`src/vpfs_pkg.sv`:
```
// Shared types and constants of the voxel pair fit score accumulator.
package vpfs_pkg;

    localparam int VALUE_WIDTH_DEFAULT = 16;
    localparam int SUM_WIDTH_DEFAULT   = 48;
    localparam int QUEUE_DEPTH         = 4;

    localparam int OUT_PEN_W = 47;
    localparam int OUT_CMP_W = 48;
    localparam int MAX_PEN_W = 47;

    localparam logic [MAX_PEN_W-1:0] MAX_PEN_RESET = {MAX_PEN_W{1'b1}};

    typedef logic [2:0] t_cls;

    localparam t_cls CLS_NONE = 3'd0;
    localparam t_cls CLS_CMP  = 3'd1;
    localparam t_cls CLS_PEN  = 3'd2;
    localparam t_cls CLS_BND  = 3'd3;
    localparam t_cls CLS_REJ  = 3'd4;

    typedef struct packed {
        t_cls cls;
        logic last;
    } t_tag;

endpackage

```
`src/voxel_pair_fit_score_accumulator.sv`:
```
// Top level of the voxel pair fit score accumulator.
// Throughput is one voxel pair per cycle while the queue has room; the multiply feeds a four-entry queue.
// The result of a pose passes the queue, the snapshot register and the output register before it appears on o_valid.
// Synchronous active-low reset clears all sums, the queue and the output valid.
// Reset sets the penetration limit to its maximum value.
module voxel_pair_fit_score_accumulator #(
    parameter int VALUE_WIDTH = vpfs_pkg::VALUE_WIDTH_DEFAULT,
    parameter int SUM_WIDTH   = vpfs_pkg::SUM_WIDTH_DEFAULT
) (
    input  logic                                  i_clk,
    input  logic                                  i_rst_n,
    input  logic                                  i_valid,
    output logic                                  o_ready,
    input  logic signed [VALUE_WIDTH-1:0]         i_fixed_value,
    input  logic                                  i_fixed_infinite,
    input  logic signed [VALUE_WIDTH-1:0]         i_moved_value,
    input  logic                                  i_moved_infinite,
    input  logic                                  i_last_voxel,
    output logic                                  o_valid,
    input  logic                                  i_ready,
    output logic [vpfs_pkg::OUT_PEN_W-1:0]        o_pen_total,
    output logic signed [vpfs_pkg::OUT_CMP_W-1:0] o_cmp_total,
    output logic [vpfs_pkg::OUT_PEN_W-1:0]        o_bnd_total,
    output logic                                  o_rejected,
    input  logic                                  i_cfg_valid,
    output logic                                  o_cfg_ready,
    input  logic [vpfs_pkg::MAX_PEN_W-1:0]        i_cfg_max_penetration
);
    import vpfs_pkg::*;

    localparam int PW = 2 * VALUE_WIDTH;
    localparam int QW = $bits(t_tag) + PW;

    logic                 w_push_valid;
    logic                 w_push_ready;
    t_tag                 w_front_tag;
    logic signed [PW-1:0] w_front_product;
    logic                 w_pop_valid;
    logic                 w_pop_ready;
    logic [QW-1:0]        w_pop_data;
    t_tag                 w_back_tag;
    logic signed [PW-1:0] w_back_product;

    vpfs_front #(
        .VALUE_WIDTH(VALUE_WIDTH)
    ) u_front (
        .i_valid         (i_valid),
        .o_ready         (o_ready),
        .i_fixed_value   (i_fixed_value),
        .i_fixed_infinite(i_fixed_infinite),
        .i_moved_value   (i_moved_value),
        .i_moved_infinite(i_moved_infinite),
        .i_last_voxel    (i_last_voxel),
        .o_push_valid    (w_push_valid),
        .i_push_ready    (w_push_ready),
        .o_tag           (w_front_tag),
        .o_product       (w_front_product)
    );

    vpfs_queue #(
        .WIDTH(QW),
        .DEPTH(QUEUE_DEPTH)
    ) u_queue (
        .i_clk       (i_clk),
        .i_rst_n     (i_rst_n),
        .i_push_valid(w_push_valid),
        .o_push_ready(w_push_ready),
        .i_push_data ({w_front_tag, w_front_product}),
        .o_pop_valid (w_pop_valid),
        .i_pop_ready (w_pop_ready),
        .o_pop_data  (w_pop_data)
    );

    assign w_back_tag     = w_pop_data[QW-1:PW];
    assign w_back_product = $signed(w_pop_data[PW-1:0]);

    vpfs_back #(
        .VALUE_WIDTH(VALUE_WIDTH),
        .SUM_WIDTH  (SUM_WIDTH)
    ) u_back (
        .i_clk                (i_clk),
        .i_rst_n              (i_rst_n),
        .i_pop_valid          (w_pop_valid),
        .o_pop_ready          (w_pop_ready),
        .i_tag                (w_back_tag),
        .i_product            (w_back_product),
        .i_cfg_valid          (i_cfg_valid),
        .o_cfg_ready          (o_cfg_ready),
        .i_cfg_max_penetration(i_cfg_max_penetration),
        .o_valid              (o_valid),
        .i_ready              (i_ready),
        .o_pen_total          (o_pen_total),
        .o_cmp_total          (o_cmp_total),
        .o_bnd_total          (o_bnd_total),
        .o_rejected           (o_rejected)
    );

endmodule

```
`src/vpfs_queue.sv`:
```
// Short register queue between the classifying front and the accumulating back.
module vpfs_queue #(
    parameter int WIDTH = 8,
    parameter int DEPTH = 4
) (
    input  logic             i_clk,
    input  logic             i_rst_n,
    input  logic             i_push_valid,
    output logic             o_push_ready,
    input  logic [WIDTH-1:0] i_push_data,
    output logic             o_pop_valid,
    input  logic             i_pop_ready,
    output logic [WIDTH-1:0] o_pop_data
);
    localparam int AW = $clog2(DEPTH);

    logic [WIDTH-1:0] r_mem [DEPTH];
    logic [AW-1:0]    r_wr_ptr, n_wr_ptr;
    logic [AW-1:0]    r_rd_ptr, n_rd_ptr;
    logic [AW:0]      r_count, n_count;
    logic             w_push;
    logic             w_pop;

    assign o_push_ready = (r_count != (AW+1)'(DEPTH));
    assign o_pop_valid  = (r_count != '0);
    assign o_pop_data   = r_mem[r_rd_ptr];
    assign w_push       = i_push_valid && o_push_ready;
    assign w_pop        = o_pop_valid && i_pop_ready;

    always_comb begin
        n_wr_ptr = w_push ? r_wr_ptr + 1'b1 : r_wr_ptr;
        n_rd_ptr = w_pop ? r_rd_ptr + 1'b1 : r_rd_ptr;
        n_count  = r_count;
        if (w_push && !w_pop) begin
            n_count = r_count + 1'b1;
        end else if (w_pop && !w_push) begin
            n_count = r_count - 1'b1;
        end
    end

    always_ff @(posedge i_clk) begin
        if (!i_rst_n) begin
            r_wr_ptr <= '0;
            r_rd_ptr <= '0;
            r_count  <= '0;
        end else begin
            r_wr_ptr <= n_wr_ptr;
            r_rd_ptr <= n_rd_ptr;
            r_count  <= n_count;
        end
    end

    always_ff @(posedge i_clk) begin
        if (w_push) begin
            r_mem[r_wr_ptr] <= i_push_data;
        end
    end

endmodule

```
`src/vpfs_front.sv`:
```
// Front part: takes voxel pairs, multiplies them and classifies each pair.
module vpfs_front #(
    parameter int VALUE_WIDTH = vpfs_pkg::VALUE_WIDTH_DEFAULT
) (
    input  logic                          i_valid,
    output logic                          o_ready,
    input  logic signed [VALUE_WIDTH-1:0] i_fixed_value,
    input  logic                          i_fixed_infinite,
    input  logic signed [VALUE_WIDTH-1:0] i_moved_value,
    input  logic                          i_moved_infinite,
    input  logic                          i_last_voxel,
    output logic                          o_push_valid,
    input  logic                          i_push_ready,
    output vpfs_pkg::t_tag                o_tag,
    output logic signed [2*VALUE_WIDTH-1:0] o_product
);
    import vpfs_pkg::*;

    logic w_fixed_pos;
    logic w_moved_pos;
    logic w_fixed_neg;
    logic w_moved_neg;
    logic w_inf_any;
    t_cls w_cls;

    assign o_ready      = i_push_ready;
    assign o_push_valid = i_valid;
    assign o_product    = i_fixed_value * i_moved_value;

    assign w_fixed_neg = i_fixed_value[VALUE_WIDTH-1];
    assign w_moved_neg = i_moved_value[VALUE_WIDTH-1];
    assign w_fixed_pos = i_fixed_infinite || (!w_fixed_neg && (i_fixed_value != '0));
    assign w_moved_pos = i_moved_infinite || (!w_moved_neg && (i_moved_value != '0));
    assign w_inf_any   = i_fixed_infinite || i_moved_infinite;

    always_comb begin
        if (w_fixed_pos && w_moved_pos && w_inf_any) begin
            w_cls = CLS_REJ;
        end else if (w_inf_any || (i_fixed_value == '0) || (i_moved_value == '0)) begin
            w_cls = CLS_NONE;
        end else if (w_fixed_pos && w_moved_pos) begin
            w_cls = CLS_PEN;
        end else if (w_fixed_neg && w_moved_neg) begin
            w_cls = CLS_BND;
        end else begin
            w_cls = CLS_CMP;
        end
    end

    assign o_tag.cls  = w_cls;
    assign o_tag.last = i_last_voxel;

endmodule

```
`src/vpfs_back.sv`:
```
// Back part: saturating accumulation, pose result capture and the output register.
module vpfs_back #(
    parameter int VALUE_WIDTH = vpfs_pkg::VALUE_WIDTH_DEFAULT,
    parameter int SUM_WIDTH   = vpfs_pkg::SUM_WIDTH_DEFAULT
) (
    input  logic                                  i_clk,
    input  logic                                  i_rst_n,
    input  logic                                  i_pop_valid,
    output logic                                  o_pop_ready,
    input  vpfs_pkg::t_tag                        i_tag,
    input  logic signed [2*VALUE_WIDTH-1:0]       i_product,
    input  logic                                  i_cfg_valid,
    output logic                                  o_cfg_ready,
    input  logic [vpfs_pkg::MAX_PEN_W-1:0]        i_cfg_max_penetration,
    output logic                                  o_valid,
    input  logic                                  i_ready,
    output logic [vpfs_pkg::OUT_PEN_W-1:0]        o_pen_total,
    output logic signed [vpfs_pkg::OUT_CMP_W-1:0] o_cmp_total,
    output logic [vpfs_pkg::OUT_PEN_W-1:0]        o_bnd_total,
    output logic                                  o_rejected
);
    import vpfs_pkg::*;

    localparam int PW = 2 * VALUE_WIDTH;
    localparam int AW = ((SUM_WIDTH > PW) ? SUM_WIDTH : PW) + 1;
    localparam int CW = (SUM_WIDTH > OUT_CMP_W) ? SUM_WIDTH : OUT_CMP_W;
    localparam logic signed [SUM_WIDTH-1:0] SUM_MAX = {1'b0, {(SUM_WIDTH-1){1'b1}}};
    localparam logic signed [SUM_WIDTH-1:0] SUM_MIN = {1'b1, {(SUM_WIDTH-1){1'b0}}};

    logic [MAX_PEN_W-1:0]        r_max_pen;
    logic signed [SUM_WIDTH-1:0] r_pen, n_pen;
    logic signed [SUM_WIDTH-1:0] r_cmp, n_cmp;
    logic signed [SUM_WIDTH-1:0] r_bnd, n_bnd;
    logic                        r_rej, n_rej;

    logic                        r_snap_valid, n_snap_valid;
    logic signed [SUM_WIDTH-1:0] r_snap_pen;
    logic signed [SUM_WIDTH-1:0] r_snap_cmp;
    logic signed [SUM_WIDTH-1:0] r_snap_bnd;
    logic                        r_snap_rej;

    logic                        r_o_valid;
    logic [OUT_PEN_W-1:0]        r_o_pen, n_o_pen;
    logic signed [OUT_CMP_W-1:0] r_o_cmp, n_o_cmp;
    logic [OUT_PEN_W-1:0]        r_o_bnd, n_o_bnd;
    logic                        r_o_rej, n_o_rej;

    logic                        w_out_ready;
    logic                        w_snap_ready;
    logic                        w_pop;
    logic signed [SUM_WIDTH-1:0] w_sel;
    logic signed [AW-1:0]        w_sum;
    logic signed [SUM_WIDTH-1:0] w_new;

    logic signed [CW-1:0]        w_pen_x;
    logic signed [CW-1:0]        w_cmp_x;
    logic signed [CW-1:0]        w_bnd_x;
    logic signed [CW-1:0]        w_lim;
    logic signed [CW-1:0]        w_pen_max;
    logic signed [CW-1:0]        w_cmp_min;
    logic                        w_reject;

    assign o_cfg_ready  = 1'b1;
    assign w_out_ready  = !r_o_valid || i_ready;
    assign w_snap_ready = !r_snap_valid || w_out_ready;
    assign o_pop_ready  = w_snap_ready;
    assign w_pop        = i_pop_valid && w_snap_ready;

    always_comb begin
        case (i_tag.cls)
            CLS_PEN: w_sel = r_pen;
            CLS_BND: w_sel = r_bnd;
            default: w_sel = r_cmp;
        endcase
    end

    assign w_sum = AW'(w_sel) + AW'(i_product);

    always_comb begin
        if (w_sum > AW'(SUM_MAX)) begin
            w_new = SUM_MAX;
        end else if (w_sum < AW'(SUM_MIN)) begin
            w_new = SUM_MIN;
        end else begin
            w_new = w_sum[SUM_WIDTH-1:0];
        end
    end

    always_comb begin
        n_pen = r_pen;
        n_cmp = r_cmp;
        n_bnd = r_bnd;
        n_rej = r_rej;
        if (w_pop) begin
            case (i_tag.cls)
                CLS_PEN: n_pen = w_new;
                CLS_BND: n_bnd = w_new;
                CLS_CMP: n_cmp = w_new;
                CLS_REJ: n_rej = 1'b1;
                default: n_rej = r_rej;
            endcase
        end
    end

    always_comb begin
        if (w_pop && i_tag.last) begin
            n_snap_valid = 1'b1;
        end else if (w_out_ready) begin
            n_snap_valid = 1'b0;
        end else begin
            n_snap_valid = r_snap_valid;
        end
    end

    // The penetration sum never falls, so a final sum above the limit means it was crossed.
    assign w_pen_x   = CW'(r_snap_pen);
    assign w_cmp_x   = CW'(r_snap_cmp);
    assign w_bnd_x   = CW'(r_snap_bnd);
    assign w_lim     = $signed(CW'(r_max_pen));
    assign w_pen_max = $signed(CW'({OUT_PEN_W{1'b1}}));
    assign w_cmp_min = ~w_pen_max;
    assign w_reject  = r_snap_rej || (w_pen_x > w_lim);

    always_comb begin
        if (w_reject) begin
            n_o_pen = {OUT_PEN_W{1'b1}};
            n_o_cmp = '0;
            n_o_bnd = {OUT_PEN_W{1'b1}};
            n_o_rej = 1'b1;
        end else begin
            n_o_pen = (w_pen_x > w_pen_max) ? w_pen_max[OUT_PEN_W-1:0] : w_pen_x[OUT_PEN_W-1:0];
            n_o_cmp = (w_cmp_x < w_cmp_min) ? w_cmp_min[OUT_CMP_W-1:0] : w_cmp_x[OUT_CMP_W-1:0];
            n_o_bnd = (w_bnd_x > w_pen_max) ? w_pen_max[OUT_PEN_W-1:0] : w_bnd_x[OUT_PEN_W-1:0];
            n_o_rej = 1'b0;
        end
    end

    always_ff @(posedge i_clk) begin
        if (!i_rst_n) begin
            r_max_pen    <= MAX_PEN_RESET;
            r_pen        <= '0;
            r_cmp        <= '0;
            r_bnd        <= '0;
            r_rej        <= 1'b0;
            r_snap_valid <= 1'b0;
            r_o_valid    <= 1'b0;
        end else begin
            if (i_cfg_valid) begin
                r_max_pen <= i_cfg_max_penetration;
            end
            if (w_pop && i_tag.last) begin
                r_pen <= '0;
                r_cmp <= '0;
                r_bnd <= '0;
                r_rej <= 1'b0;
            end else begin
                r_pen <= n_pen;
                r_cmp <= n_cmp;
                r_bnd <= n_bnd;
                r_rej <= n_rej;
            end
            r_snap_valid <= n_snap_valid;
            if (w_out_ready) begin
                r_o_valid <= r_snap_valid;
            end
        end
    end

    always_ff @(posedge i_clk) begin
        if (w_pop && i_tag.last) begin
            r_snap_pen <= n_pen;
            r_snap_cmp <= n_cmp;
            r_snap_bnd <= n_bnd;
            r_snap_rej <= n_rej;
        end
        if (w_out_ready && r_snap_valid) begin
            r_o_pen <= n_o_pen;
            r_o_cmp <= n_o_cmp;
            r_o_bnd <= n_o_bnd;
            r_o_rej <= n_o_rej;
        end
    end

    assign o_valid     = r_o_valid;
    assign o_pen_total = r_o_pen;
    assign o_cmp_total = r_o_cmp;
    assign o_bnd_total = r_o_bnd;
    assign o_rejected  = r_o_rej;

endmodule

```
`config.mk`:
```
export PLATFORM = sky130hd
export DESIGN_NAME = voxel_pair_fit_score_accumulator
export DESIGN_NICKNAME = d
export VERILOG_FILES = /design/src/vpfs_pkg.sv /design/src/voxel_pair_fit_score_accumulator.sv /design/src/vpfs_queue.sv /design/src/vpfs_front.sv /design/src/vpfs_back.sv
export SDC_FILE = /design/constraint.sdc
export NUM_CORES = 2
export LEC_CHECK = 0
export BUFFER_PORTS_ARGS = -buffer_cell sky130_fd_sc_hd__buf_2
export CORE_MARGIN = 4
export CORE_UTILIZATION = 30
export CTS_CLUSTER_DIAMETER = 50
export DETAILED_ROUTE_END_ITERATION = 16
export PLACE_DENSITY = 0.56
export RECOVER_POWER = 100
export REMOVE_ABC_BUFFERS = 1
export SLEW_MARGIN = 10
export SYNTH_ARGS = -nofsm -noshare
export SYNTH_HDL_FRONTEND = slang
export SYNTH_SLANG_ARGS = --single-unit
```
`constraint.sdc`:
```
create_clock -name i_clk -period 13.36 [get_ports i_clk]
set_clock_uncertainty 0.2 [all_clocks]
set_input_delay 2.004 -clock i_clk [delete_from_list [all_inputs] [get_ports i_clk]]
set_output_delay 2.004 -clock i_clk [all_outputs]
set_load 0.05 [all_outputs]
```
==> results.yml <==
setup_path:
  crit_type: "reg2reg"
  cpPeakStageDelay_ns: 2.34
  reg2reg_to: "u_back.r_snap_bnd[28]$_DFFE_PP_"
  cp.required_ns: 13.40
  crit_chain: "buf_4 > mux4_2 > clkbuf_1 > mux2i_1 > o21ai_0 > ha_1 > fa_1 > nand3_1 > a21oi_1 > o311ai_0 > a31oi_1 > o31ai_1 > o21ai_0 > or3_4 > nand2_2 > o21ai_0"
  startpoint_type: "register"
  cp-end-kind: "register"
  critPathSlowestCell: "clkbuf_1"
  path_depth: 16
  path_buf_inv: 2
  cp.arrival_ns: 10.30
  crit_top_cell: "o21ai_0"
  r2r_cells: 16
  critical_path.top_delay_family: "buffers and inverters"
  r2r_setup_slack_ns: 3.11
  cp_max_fo: 37
synthesis:
  synth_xor_area_share_pct: 1.83
  synth_top_area_share_pct: 33.8
  yosysMostFrequentCell: "nand2_1"
  synth-compound-area-share_pct: 11.2
  async_reset_ff_share_pct: 0
  yosysWarnings: 0
  syn_area_um2: 38300
  yosysTopAreaCell: "edfxtp_1"
  muxShareOfSynthArea_pct: 3.57
  netlist_instances: 3566
  synth_top_family_by_area: "adder cells"
  synth_edf_count: 431
  ys_seq_area_share_pct: 44.4
  synthTopCellsByCount: "nand2_1 (529), edfxtp_1 (431), inv_1 (373)"
  synth_cell_types: 83
  yosys.area_share.simple_pct: 13.3
  yosys.area_share.adder_pct: 19.8
  ys_seq_elements: 634
  ys.flop_type: "edfxtp_1"
  synth.area.top_cells: "edfxtp_1 (34%), fa_1 (14%), dfxtp_1 (11%)"
  syn_area_per_cell_um2: 10.7
floorplanning:
  dieArea_um2: 133000
  num_rows: 130
  start_util_pct: 30.3
  die_h_um: 365
  io_pins: 233
  core-area_um2: 126000
  die_w_um: 365
final_layout:
  area_delta_synth_final_pct: 12.2
  drive_gt1_share_pct: 8.17
  instances_no_fill: 5422
  fin_nets: 4250
  antenna_cells: 0
  num-fill-cells: 12800
timing:
  final.setup.worst_slack_ns: 3.11
  max_freq_ghz: 0.0975
  drv_slew: 653
  period_share_pct: 76.7
  finalSetupViolations: 0
  final.setup.tns_ns: 0
  finalHoldViolCount: 0
  min_period_ns: 10.25
  slew_headroom_pct: -392
  rsz0062_at_grt: "no"
  worst_pin_slew_ns: 7.38
status:
  violations: "capacitance limit, slew limit"
  status: "complete, but fails checks"
place:
  dpl.hpwl_um: 72900
  port_buffers: 231
  gp_congestion: 0.852
  dp.cells: 5292
  dp_slack_ns: 4.35
drt:
  drcViolationCount: 0
  routedWlPerCell_um: 18.7
  wl_um: 101000
  via_per_inst: 4.77
  drt-initial-drc-count: 1812
  drtPass1Iterations: 5
  postRouteAntennaNets: 0
  vias: 25900
clocking:
  postCtsSetupRepairBufs: 0
  clk_latency_ns: 0.63
  hold_buffers: 0
  clk_path_buf_depth: 3
  postCtsResizedCells: 0
  tritoncts: "done"
  cts_sinks: 634
  clock_tree.root_cell: "clkbuf_16"
  clk_pin_slew_ns: 0.06
  htree_levels: 3
  cts_inserted_buffers: 70
grt:
  grt.overflow.total: 0
  grt_usage_pct: 15.1
  grt_pass1_wl_um: 157000
  grt_max_degree: 130
  antenna_found_initial: 1
  grt_pass1_vias: 25900
worst_hold_path:
  min_path_type: "reg2reg"
  hold_end: "u_back.r_pen[19]$_SDFF_PP0_"
  hold_path_depth: 2
  min_from: "u_back.r_pen[19]$_SDFF_PP0_"
run:
  drv_cap: 11
[routing by layer]
layer / vias up / track usage [%] / wire length, µm
met3: 112 / 2.11 / 5490
li1: 12400 / - / -
met5: - / 0 / 0
met1: 12700 / 21.9 / 48500
met4: 0 / 4.57 / 2540
met2: 671 / 23.4 / 44800
[sequential cells by signal (all words and copies together), names as in the netlist, named ones only]
register	cells
u_queue.r_mem	144
u_back.o_cmp_total	48
u_back.r_bnd	48
u_back.r_cmp	48
u_back.r_pen	48
u_back.r_snap_cmp	48
u_back.r_snap_pen	48
u_back.o_bnd_total	47
u_back.o_pen_total	47
u_back.r_max_pen	47
u_back.r_snap_bnd	47
u_queue.r_count	3
u_queue.r_rd_ptr	2
u_queue.r_wr_ptr	2
u_back.o_rejected	1
u_back.o_valid	1
u_back.r_rej	1
u_back.r_snap_rej	1
u_back.r_snap_valid	1
[how the worst max path moves through the flow]
stage	startpoint	to	slack, ns
2_1_floorplan	i_ready	u_back.o_bnd_total[0]$_SDFFCE_PP1P_	4.10
3_3_place_gp	i_fixed_value[15]	u_queue.r_mem[0][31]$_DFFE_PP_	4.42
3_5_place_dp	i_fixed_value[15]	u_queue.r_mem[0][31]$_DFFE_PP_	4.35
4_1_cts	i_fixed_value[15]	u_queue.r_mem[0][31]$_DFFE_PP_	5.03
5_1_grt	register	u_back.r_snap_bnd[28]$_DFFE_PP_	2.38
6_report	register	u_back.r_snap_bnd[28]$_DFFE_PP_	3.11
[cell usage in the layout (no fill, tap or decap), drive strengths merged, types with 10 or more instances in the layout]
cell / netlist / routed
nand2: 530 / 530
edfxtp: 431 / 431
inv: 375 / 381
o21ai: 319 / 319
fa: 264 / 264
clkbuf: 142 / 252
dfxtp: 203 / 203
ha: 185 / 185
and2: 171 / 171
nor2: 123 / 123
a21oi: 117 / 117
nand2b: 111 / 111
buf: 40 / 97
o211ai: 57 / 57
mux2i: 51 / 51
xnor2: 50 / 50
a21o: 42 / 42
mux4: 36 / 36
nand4: 34 / 34
xor2: 30 / 30
nor3: 25 / 25
clkinv: 0 / 24
o21a: 21 / 21
nand3: 20 / 20
a211oi: 17 / 17
o221a: 16 / 16
nor4: 16 / 16
o21bai: 14 / 14
nor2b: 13 / 13
o22a: 13 / 13
and3: 10 / 10
[worst register-to-register path: cells and delay by family, from the launching register on]
family	cells	cell delay, ns
buffers and inverters	2	2.95
AO/OA/AOI/OAI	7	2.63
AND/OR/NAND/NOR	3	1.55
multiplexers	2	1.20
adder cells (fa/ha/maj)	2	0.69
flip-flops	1	0.65
[through the flow]
step	hold WS [ns]	utilization [%]	area, µm²
4_1_cts	0.266	34.3	43300
5_1_grt	0.291	34.0	43000
3_3_place_gp	0.250	32.5	41000
3_5_place_dp	0.256	32.5	41000
6_report	0.267	34.0	43000
2_1_floorplan	0.242	-	37500
[cell families (layout without fill, tap and decap cells)]
group | count (synthesis) | in the layout
simple gates | 1069 | 1069
xor+xnor | 80 | 80
other cells | 1 | 1
flops | 634 | 634
buf+inv | 557 | 763
mux | 91 | 91
fa+ha+maj | 449 | 449
compound gates | 685 | 685
[area by class of cell]
cell class                      count  area, µm²  share of cell area (%)
Clock buffer                       91       1930                    4.50
Timing Repair Buffer              258       1130                    2.64
Clock inverter                     39        375                   0.873
Tap cell                         1650       2060                    4.80
Sequential cell                   634      17000                    39.6
Multi-Input combinational cell   2375      19100                    44.3
Inverter                          375       1410                    3.28
Power is not shown: default switching activity piles up to over one toggle a cycle in this logic, so the estimate is an artifact.
